$ cat config.mk
export PLATFORM = sky130hd
export DESIGN_NAME = class_sorted_table_with_cursor_top
export DESIGN_NICKNAME = d
export VERILOG_FILES = /design/src/hw/rtl/cstc_pkg.sv /design/src/hw/rtl/cstc_ram.sv /design/src/hw/rtl/cstc_cmp.sv /design/src/hw/rtl/class_sorted_table_with_cursor_top.sv
export SDC_FILE = /design/constraint.sdc
export NUM_CORES = 1
export LEC_CHECK = 0
export ABC_AREA = 1
export CORE_MARGIN = 1
export CORE_UTILIZATION = 62
export DETAILED_ROUTE_END_ITERATION = 8
export DONT_BUFFER_PORTS = 1
export GPL_ROUTABILITY_DRIVEN = 1
export HOLD_SLACK_MARGIN = 0.12
export PLACE_DENSITY_LB_ADDON = 0.1
export SYNTH_ARGS = -nofsm -noshare
export SYNTH_HDL_FRONTEND = slang
export SYNTH_SLANG_ARGS = --single-unit
export TNS_END_PERCENT = 50
$ cat constraint.sdc
create_clock -name clk -period 9.4 [get_ports clk]
set_clock_uncertainty 0.05 [all_clocks]
set_input_delay 1.41 -clock clk [delete_from_list [all_inputs] [get_ports clk]]
set_output_delay 1.41 -clock clk [all_outputs]
set_load 0.01 [all_outputs]
$ cat src/hw/rtl/cstc_pkg.sv
// ----------------------------------------------------------------------------
// cstc_pkg
// Shared types and constants for the class-sorted table with cursor.
// ----------------------------------------------------------------------------
package cstc_pkg;

  localparam int TABLE_DEPTH = 16;
  localparam int ID_BITS     = 16;
  localparam int CLASS_BITS  = 4;

  localparam int IDX_W = (TABLE_DEPTH > 1) ? $clog2(TABLE_DEPTH) : 1;
  localparam int CNT_W = $clog2(TABLE_DEPTH + 1);

  localparam logic [2:0] ACT_ADD   = 3'd0;
  localparam logic [2:0] ACT_DEL   = 3'd1;
  localparam logic [2:0] ACT_FIRST = 3'd2;
  localparam logic [2:0] ACT_NEXT  = 3'd3;
  localparam logic [2:0] ACT_FIND  = 3'd4;

  localparam logic [1:0] ST_OK   = 2'd0;
  localparam logic [1:0] ST_NONE = 2'd1;
  localparam logic [1:0] ST_DUP  = 2'd2;
  localparam logic [1:0] ST_FULL = 2'd3;

  typedef struct packed {
    logic [ID_BITS-1:0]    id;
    logic [CLASS_BITS-1:0] cls;
  } entry_t;

  typedef struct packed {
    logic id_eq;
    logic cls_le;
  } cmp_t;

endpackage

$ cat src/hw/rtl/cstc_ram.sv
// ----------------------------------------------------------------------------
// cstc_ram
// Generic single-write, single-read RAM with registered read data.
// ----------------------------------------------------------------------------
module cstc_ram #(
  parameter int WIDTH = 8,
  parameter int DEPTH = 16
) (
  input  logic                                   clk,
  input  logic                                   we,
  input  logic [((DEPTH > 1) ? $clog2(DEPTH) : 1)-1:0] waddr,
  input  logic [WIDTH-1:0]                       wdata,
  input  logic [((DEPTH > 1) ? $clog2(DEPTH) : 1)-1:0] raddr,
  output logic [WIDTH-1:0]                       rdata
);

  logic [WIDTH-1:0] mem [DEPTH];

  always_ff @(posedge clk) begin
    if (we) begin
      mem[waddr] <= wdata;
    end
    rdata <= mem[raddr];
  end

endmodule

$ cat src/hw/rtl/cstc_cmp.sv
// ----------------------------------------------------------------------------
// cstc_cmp
// Shared compare unit: id equality and class order of one stored entry
// against the key of the current command.
// ----------------------------------------------------------------------------
module cstc_cmp
  import cstc_pkg::*;
(
  input  entry_t entry,
  input  entry_t key,
  output cmp_t   res
);

  always_comb begin
    res.id_eq  = (entry.id == key.id);
    res.cls_le = (entry.cls <= key.cls);
  end

endmodule

$ cat src/hw/rtl/class_sorted_table_with_cursor_top.sv
// ----------------------------------------------------------------------------
// class_sorted_table_with_cursor_top
// Table of (id, class) entries kept in class order, with a cursor. Commands
// are taken on start while busy is low; one result per command is shown for
// one cycle with done high and cannot be held off. The entries sit in one
// single-port-read RAM; every scan, shift or delete steps through it one
// entry a cycle, the scan through the shared compare unit, so the cost is
// set by that read port: add (scan, then shift) grows with count, find with
// the entries scanned, delete with count - cursor; move first, move next and
// unused codes do not step through the table. An add to a full table is
// rejected only after the whole scan.
// ----------------------------------------------------------------------------
module class_sorted_table_with_cursor_top
  import cstc_pkg::*;
(
  input  logic                  clk,
  input  logic                  rst,
  input  logic                  start,
  output logic                  busy,
  input  logic [2:0]            action,
  input  logic [ID_BITS-1:0]    item_id,
  input  logic [CLASS_BITS-1:0] item_class,
  output logic                  done,
  output logic [1:0]            status,
  output logic [ID_BITS-1:0]    out_id,
  output logic [CLASS_BITS-1:0] out_class
);

  localparam logic [2:0] S_IDLE  = 3'd0;
  localparam logic [2:0] S_SCAN  = 3'd1;
  localparam logic [2:0] S_SHIFT = 3'd2;
  localparam logic [2:0] S_WRITE = 3'd3;
  localparam logic [2:0] S_DEL   = 3'd4;
  localparam logic [2:0] S_FETCH = 3'd5;
  localparam logic [2:0] S_GET   = 3'd6;

  logic [2:0]       state;
  logic [2:0]       act;
  entry_t           key;
  logic [CNT_W-1:0] count;
  logic [IDX_W-1:0] cur_idx;
  logic             cur_valid;
  logic [CNT_W-1:0] ptr;
  logic [IDX_W-1:0] pidx;
  logic             pend;
  logic [CNT_W-1:0] pos;
  logic             found;
  entry_t           res;

  logic             issue;
  logic             we;
  logic [IDX_W-1:0] waddr;
  entry_t           wdata;
  logic [IDX_W-1:0] raddr;
  entry_t           rdata;
  cmp_t             cmp;

  cstc_ram #(
    .WIDTH($bits(entry_t)),
    .DEPTH(TABLE_DEPTH)
  ) u_ram (
    .clk  (clk),
    .we   (we),
    .waddr(waddr),
    .wdata(wdata),
    .raddr(raddr),
    .rdata(rdata)
  );

  cstc_cmp u_cmp (
    .entry(rdata),
    .key  (key),
    .res  (cmp)
  );

  assign busy      = (state != S_IDLE);
  assign out_id    = (status == ST_OK) ? res.id : '0;
  assign out_class = (status == ST_OK) ? res.cls : '0;

  // ram port control
  always_comb begin
    issue = 1'b0;
    we    = 1'b0;
    raddr = ptr[IDX_W-1:0];
    waddr = '0;
    wdata = rdata;
    case (state)
      S_SCAN: begin
        issue = (ptr < count);
      end
      S_SHIFT: begin
        issue = (ptr > pos);
        raddr = IDX_W'(ptr - CNT_W'(1));
        we    = pend;
        waddr = pidx;
      end
      S_DEL: begin
        issue = (ptr < count);
        we    = pend && (pidx != cur_idx);
        waddr = pidx - IDX_W'(1);
      end
      S_WRITE: begin
        we    = 1'b1;
        waddr = pos[IDX_W-1:0];
        wdata = key;
      end
      default: begin
        issue = 1'b0;
      end
    endcase
  end

  // sequencer
  always_ff @(posedge clk) begin
    if (rst) begin
      state     <= S_IDLE;
      count     <= '0;
      cur_idx   <= '0;
      cur_valid <= 1'b0;
      pend      <= 1'b0;
      found     <= 1'b0;
      done      <= 1'b0;
      status    <= ST_NONE;
    end else begin
      done <= 1'b0;
      pend <= issue;
      case (state)
        S_IDLE: begin
          if (start) begin
            act   <= action;
            key   <= '{id: item_id, cls: item_class};
            found <= 1'b0;
            case (action)
              ACT_ADD, ACT_FIND: begin
                ptr   <= '0;
                state <= S_SCAN;
              end
              ACT_DEL: begin
                if (cur_valid) begin
                  ptr   <= CNT_W'(cur_idx);
                  state <= S_DEL;
                end else begin
                  status <= ST_NONE;
                  done   <= 1'b1;
                end
              end
              ACT_FIRST: begin
                if (count == '0) begin
                  cur_valid <= 1'b0;
                  cur_idx   <= '0;
                  status    <= ST_NONE;
                  done      <= 1'b1;
                end else begin
                  ptr       <= '0;
                  cur_valid <= 1'b1;
                  cur_idx   <= '0;
                  state     <= S_FETCH;
                end
              end
              ACT_NEXT: begin
                if (!cur_valid || (CNT_W'(cur_idx) + CNT_W'(1)) >= count) begin
                  cur_valid <= 1'b0;
                  cur_idx   <= '0;
                  status    <= ST_NONE;
                  done      <= 1'b1;
                end else begin
                  ptr     <= CNT_W'(cur_idx) + CNT_W'(1);
                  cur_idx <= cur_idx + IDX_W'(1);
                  state   <= S_FETCH;
                end
              end
              default: begin
                status <= ST_NONE;
                done   <= 1'b1;
              end
            endcase
          end
        end
        S_FETCH: begin
          state <= S_GET;
        end
        S_GET: begin
          res    <= rdata;
          status <= ST_OK;
          done   <= 1'b1;
          state  <= S_IDLE;
        end
        S_SCAN: begin
          if (issue) begin
            ptr  <= ptr + CNT_W'(1);
            pidx <= ptr[IDX_W-1:0];
          end
          if (pend) begin
            if (cmp.id_eq) begin
              if (act == ACT_FIND) begin
                res       <= rdata;
                status    <= ST_OK;
                cur_valid <= 1'b1;
                cur_idx   <= pidx;
              end else begin
                status <= ST_DUP;
              end
              done  <= 1'b1;
              state <= S_IDLE;
            end else if (!found && !cmp.cls_le) begin
              found <= 1'b1;
              pos   <= CNT_W'(pidx);
            end
          end else if (!issue) begin
            if (act == ACT_FIND) begin
              cur_valid <= 1'b0;
              cur_idx   <= '0;
              status    <= ST_NONE;
              done      <= 1'b1;
              state     <= S_IDLE;
            end else if (count == CNT_W'(TABLE_DEPTH)) begin
              status <= ST_FULL;
              done   <= 1'b1;
              state  <= S_IDLE;
            end else begin
              if (!found) begin
                pos <= count;
              end
              ptr   <= count;
              state <= S_SHIFT;
            end
          end
        end
        S_SHIFT: begin
          if (issue) begin
            ptr  <= ptr - CNT_W'(1);
            pidx <= ptr[IDX_W-1:0];
          end
          if (!issue && !pend) begin
            state <= S_WRITE;
          end
        end
        S_WRITE: begin
          count <= count + CNT_W'(1);
          if (cur_valid && CNT_W'(cur_idx) >= pos) begin
            cur_idx <= cur_idx + IDX_W'(1);
          end
          res    <= key;
          status <= ST_OK;
          done   <= 1'b1;
          state  <= S_IDLE;
        end
        S_DEL: begin
          if (issue) begin
            ptr  <= ptr + CNT_W'(1);
            pidx <= ptr[IDX_W-1:0];
          end
          if (pend && (pidx == cur_idx)) begin
            res <= rdata;
          end
          if (!issue && !pend) begin
            count <= count - CNT_W'(1);
            if ((CNT_W'(cur_idx) + CNT_W'(1)) >= count) begin
              cur_valid <= 1'b0;
              cur_idx   <= '0;
            end
            status <= ST_OK;
            done   <= 1'b1;
            state  <= S_IDLE;
          end
        end
        default: begin
          state <= S_IDLE;
        end
      endcase
    end
  end

  a_cursor_in_table: assert property (@(posedge clk) disable iff (rst)
    cur_valid |-> (CNT_W'(cur_idx) < count))
    else $error("cursor points past the last entry");

  a_count_bound: assert property (@(posedge clk) disable iff (rst)
    count <= CNT_W'(TABLE_DEPTH))
    else $error("entry count above table depth");

  a_done_idle: assert property (@(posedge clk) disable iff (rst)
    done |-> (state == S_IDLE))
    else $error("result shown while sequencer still running");

  a_start_progress: assert property (@(posedge clk) disable iff (rst)
    (start && !busy) |=> (busy || done))
    else $error("command transfer dropped without result");

  a_full_status: assert property (@(posedge clk) disable iff (rst)
    (done && (status == ST_FULL)) |-> (count == CNT_W'(TABLE_DEPTH)))
    else $error("table full reported with free slots");

endmodule
==> metrics.txt, run 1 <==
met1 Usage GRT 0.421; first-pass GRT wire length 68.1 mm; Max Slew Vio Count 0; Wirelength per Cell 20.2 um; Hold Buf Count CTS 0; Fillers 2060; Final ANT Viol Nets 0; CTS max path bufs 3; top-count cell post-synth nand2_1; Setup Crit Path Kind reg2reg; Initial Util 0.633; die area 30100 um^2; Synth top area share 0.621; area delta synth->final 10.5%; Seq cells post-synth 415; leading area contributor after synthesis edfxtp_1; CTS Root Cell clkbuf_16; worst slew pin tran 1.19 ns; status complete, no violations; crit end category flip-flop; Die H 173 um; ys flop type edfxtp_1; arrival time at the worst endpoint 4.73 ns; Worst Hold Class reg2reg; final hold vios 0; busiest grt layer met2; worst skew pair latency 0.55 ns; Finish-stage setup viols 0; post-layout util 0.700; number of diodes 0; Distinct cells, synth 41; crit start category flip-flop; Post-CTS Setup Inserts 0; Yosys warning count 0; total negative slack 0 ns; via count 12.8k; pre-CTS setup slack 5.23 ns; share of cells above drive strength 1 0.0726; worst endpoint required time 9.80 ns; peak supply drop 237 uV; fin crit share 0.461; Mapped Area 18200 um^2; Lkg Pwr 0.00803 uW; largest net degree at the start of global routing 88; post-CTS sizing 0; Tot Pwr 6520 uW; Rows 62; register area share after synthesis 0.663; Final nets 1843; Reg area 12100 um^2; dominant cells by area after synthesis edfxtp_1, nand2_1, nand3_1, dfxtp_1, inv_1; multi-input logic area 5330 um^2; number of global-route vias before repair 12.1k; 1st-pass router iterations 5; Max-slew headroom 0.200; largest fanout on the critical path 87; RSZ-0062 raised after global routing false; DIE WIDTH 173 um; Mapped Nets 1832; CTS tree done; synthesized area per cell 10.3 um^2; GR Overflow Total 0; Post-synth ARST share 0; Avg Vias per Cell 5.83; met3 usage 0.0533; met2 Track Usage GR 0.480; clock transition at the registers of the reported paths 0.06 ns; number of H-tree levels 2; gp weighted congestion 0.964; Tmin final 4.33 ns; HPWL Detailed 25.5 mm; Max-Cap Viols 0; IO buf count 0; DR DRC count 0; final worst setup slack 5.07 ns; Post-synth EDFFs 377; initial drt markers 1289; final WL 44.5 mm; number of I/O pins 50; initial antenna violation count 1; clock buffer count from CTS 43; core footprint 28800 um^2; FMAX 231 MHz; clock sink count 415; most frequent cells after synthesis nand2_1, edfxtp_1, nand3_1; GRT Overall Usage 0.301; pwr dens 324 nW/um^2; Cells after Synth 1775
## state kept, by name (all words and copies together) (netlist names)
signal and count:
act 3, count 5, cur_idx 4, cur_valid 1, done 1, found 1
key 20, pend 1, pidx 4, pos 5, ptr 5, res 20
state 3, status 2, u_ram.mem 320, u_ram.rdata 20
## cell type report
| class | instances | share of cell area |
|---|---|---|
| multi-input cells | 1140 | 0.265 |
| clock buffers | 58 | 0.0587 |
| inverters | 141 | 0.0264 |
| clock inverters | 20 | 0.0101 |
| repair buffers | 45 | 0.0168 |
| flip-flops and latches | 415 | 0.600 |
| well taps | 384 | 0.0238 |
## worst max-delay path: stages (launching register included)
cell	delay (ns)
dfxtp_1	0.39
inv_1	0.10
nor2_2	0.16
nand2_2	0.22
inv_1	0.42
ha_4	0.53
inv_4	0.70
buf_4	0.83
nand2_1	0.15
nand3_1	0.15
nand3_1	0.08
nand2_1	0.11
nor2_1	0.05
a31oi_1	0.19
## where the power goes
group	internal (uW)	switching (uW)	leakage, uW	total (uW)
Clock	971	681	0.000668	1650
Combinational	674	1630	0.00365	2300
Sequential	2410	160	0.00371	2570
## final timing paths
check	slack [ns]	to	startpoint	cells past startpoint
max	5.07	u_ram.rdata[17]	state[1]	13
min	0.50	status[0]	status[0]	2
max reg2reg	5.07	u_ram.rdata[17]	state[1]	13
min reg2reg	0.50	status[0]	status[0]	2
## through the flow
step	hold WS (ns)	instance area [um^2]	std cells
3_5_place_dp	0.489	18800	2125
3_3_place_gp	0.483	18800	2125
2_1_floorplan	0.429	18200	1775
4_1_cts	0.497	20100	2203
5_1_grt	0.514	20100	2203
6_report	0.495	20100	2203
## kinds of logic (layout without fill, tap and decap cells)
| kind of cell | count (synthesis) | after routing | synth area share |
|---|---|---|---|
| compound gates | 124 | 124 | 0.0381 |
| xor+xnor | 12 | 12 | 0.00577 |
| fa+ha+maj | 31 | 31 | 0.0217 |
| buf+inv | 220 | 264 | 0.0474 |
| flops | 415 | 415 | 0.663 |
| simple gates | 973 | 973 | 0.224 |
## layer usage
layer | vias to the layer above | routed length [um] | share of wire
met2 | 582 | 20400 | 0.46
met4 | 0 | 1330 | 0.030
met3 | 104 | 4340 | 0.098
met1 | 6075 | 18400 | 0.41
met5 | - | 0 | 0
li1 | 6073 | - | -
## cells in the final DEF, fill, tap and decap left out, drive strengths merged, types with 7 or more instances in the layout
cell    synthesis  final
nand2         551    551
xnor2           7      7
dfxtp          38     38
edfxtp        377    377
nor2          120    120
nand4          13     13
a21oi          30     30
inv           141    144
clkbuf         56     58
clkinv          0     10
o21ai          58     58
ha             30     30
nand3         275    275
buf            23     45
a31oi          23     23
Power figures use the tool's default switching activity.
==> inputs of run 2 (changes only) <==
==> constraint.sdc (replaced) <==
create_clock -name clk -period 4.1 [get_ports clk]
set_clock_uncertainty 0.05 [all_clocks]
set_input_delay 0.615 -clock clk [delete_from_list [all_inputs] [get_ports clk]]
set_output_delay 0.615 -clock clk [all_outputs]
set_load 0.01 [all_outputs]
==> run 2 against run 1 <==
  * Count of clock-buffer cells in the layout did not move
  * Sequential power rose by 130%
  * Total power rose by 130%
  * Sequential share of layout area fell by 0.75 points
  * Die area did not move
  * Critical path type unchanged
  * Largest cell class unchanged
  * Highest routed layer unchanged
==> metrics.txt, run 2 (same netlist as run 1, synthesis figures left out) <==
status complete, no violations; worst setup path startpoint state[1]; Reg with most FFs u_ram.mem; IO buf count 0 (unchanged); post-CTS sizing 0 (unchanged); via count 13.2k (+2.8%); max reg flops 320 (unchanged); pwr dens 733 nW/um^2 (+130%); CTS max path bufs 3 (unchanged); r2r setup slk 0.85 ns (-4.21 ns); WHS 0.317 ns (-0.179 ns); CP endpoint u_ram.rdata[18]; number of I/O pins 50 (unchanged); fin crit share 0.792 (+0.331); DR DRC count 0 (unchanged); commonest non-fill, non-tap cells in the layout nand2_1, edfxtp_1, nand3_1; Final nets 1874 (+1.7%); cell depth of the worst hold path 1 (-1); number of global-route vias before repair 12.6k (+4.7%); worst endpoint required time 4.51 ns (-5.29 ns); worst slew pin tran 0.954 ns (-0.235 ns); die area 30100 um^2 (unchanged); arrival time at the worst endpoint 3.66 ns (-1.07 ns); delay-heaviest family, CP buffers and inverters; peak supply drop 570 uV (+140%); number of H-tree levels 2 (unchanged); Rows 62 (unchanged); Max-Cap Viols 0 (unchanged); final hold vios 0 (unchanged); Lkg Pwr 0.00815 uW (+1.4%); CTS Root Cell clkbuf_16; Die H 173 um (unchanged); clock sink count 415 (unchanged); share of cells above drive strength 1 0.0724 (-0.000213); Final ANT Viol Nets 0 (unchanged); crit start category flip-flop; Initial Util 0.633 (unchanged); initial drt markers 1458 (+13%); first-pass GRT wire length 71.1 mm (+4.5%); gp weighted congestion 0.968 (+0.44%); instance count on the critical path 13 (unchanged); FMAX 308 MHz (+33%); 1st-pass router iterations 6 (+1); Max-slew headroom 0.362 (+0.162); cell chain of the critical path inv_1 -> nor2_2 -> nand2_2 -> inv_1 -> ha_4 -> inv_4 -> buf_12 -> nand2_1 -> nand3_1 -> nand3_1 -> nand2_1 -> nor2_1 -> a31oi_1; Max Slew Vio Count 0 (unchanged); CTS tree done; multi-input logic area 5330 um^2 (unchanged); clock buffer count from CTS 43 (unchanged); Reg area 12100 um^2 (unchanged); area delta synth->final 11.9%; core footprint 28800 um^2 (unchanged); commonest non-fill, non-tap cell in the layout nand2_1; Tmin final 3.25 ns (-1.09 ns); count of non-filler cells in the finished layout 2236 (+1.5%); number of diodes 0 (unchanged); crit path buf inv count 4 (unchanged); Avg Vias per Cell 5.90 (+1.3%); GRT Overall Usage 0.313 (+0.0119); largest net degree at the start of global routing 161 (+83%); Wirelength per Cell 20.7 um (+2.4%); Worst Hold Class in2reg; final WL 46.2 mm (+3.9%); crit end category flip-flop; CP max stage cell inv_1; clock transition at the registers of the reported paths 0.06 ns (about the same); slowest stage delay, CP 0.47 ns (-0.36 ns); DIE WIDTH 173 um (unchanged); Finish-stage setup viols 0 (unchanged); HPWL Detailed 26.3 mm (+3.1%); initial antenna violation count 0 (-1); GR Overflow Total 0 (unchanged); total negative slack 0 ns (unchanged); Setup Crit Path Kind reg2reg; worst r2r dst u_ram.rdata[18]; Fillers 2094 (+1.7%); RSZ-0062 raised after global routing false; R2R depth 13 (unchanged); largest fanout on the critical path 68 (-22%); worst skew pair latency 0.56 ns (about the same); Crit Reg-Reg Startpoint state[1]; Cells after DPL 2132 (+0.33%)
[run 2: cell types whose count changed in the layout (fill, tap and decap cells not counted), moves of 3 or more]
cell           previous run  this run
dlygate4sd3_1             0        24
clkbuf_8                  5         1
clkbuf_1                 10        14
buf_12                    0         3
clkinv_2                  5         8
buf_4                    45        49
clkinv_1                  5         8
[run 2: metal layers]
metal,track usage,part of all wire
met5,0,0
met4,0.109,0.025
met3,0.0474,0.091
met2,0.500,0.47
met1,0.443,0.42
[run 2: where the power goes]
part | switching [uW] | internal (uW) | total (uW)
sequential | 346 | 5520 | 5860
combinational | 3850 | 1620 | 5470
clock | 1590 | 2040 | 3620
[run 2: cell type report]
cell class,count,share of cell area
Timing Repair Buffer,76,0.0327
Clock buffer,58,0.0560
Tap cell,384,0.0235
Sequential cell,415,0.592
Multi-Input combinational cell,1140,0.261
Clock inverter,22,0.00834
Inverter,141,0.0261
[run 2: worst min-delay path by stage]
stage / slack, ns / endpoint / start
after floorplan: 0.43 / pidx[2] / ptr[2]
after global placement: 0.47 / count[4] / count[4]
after detailed placement: 0.48 / count[4] / count[4]
after CTS: 0.31 / found / start
after global routing: 0.31 / pidx[1] / rst
final: 0.32 / pidx[0] / rst
[run 2: repair_timing]
item | 4_1_cts | 5_1_grt
endpoints found under the setup margin | 0 | 0
buffers inserted | 0 | 0
hold endpoints to repair | 28 | 0
hold buffers | 24 | 0
[run 2: through the flow]
step	util	total power [uW]	instance area, um^2	worst slack [ns]
finish	0.709	15000	20400	0.852
global placement	0.655	11100	18900	1.11
detailed placement	0.655	11300	18900	1.01
global route	0.709	15800	20400	0.678
CTS	0.709	14900	20400	0.973
floorplan	-	9550	18200	0.848
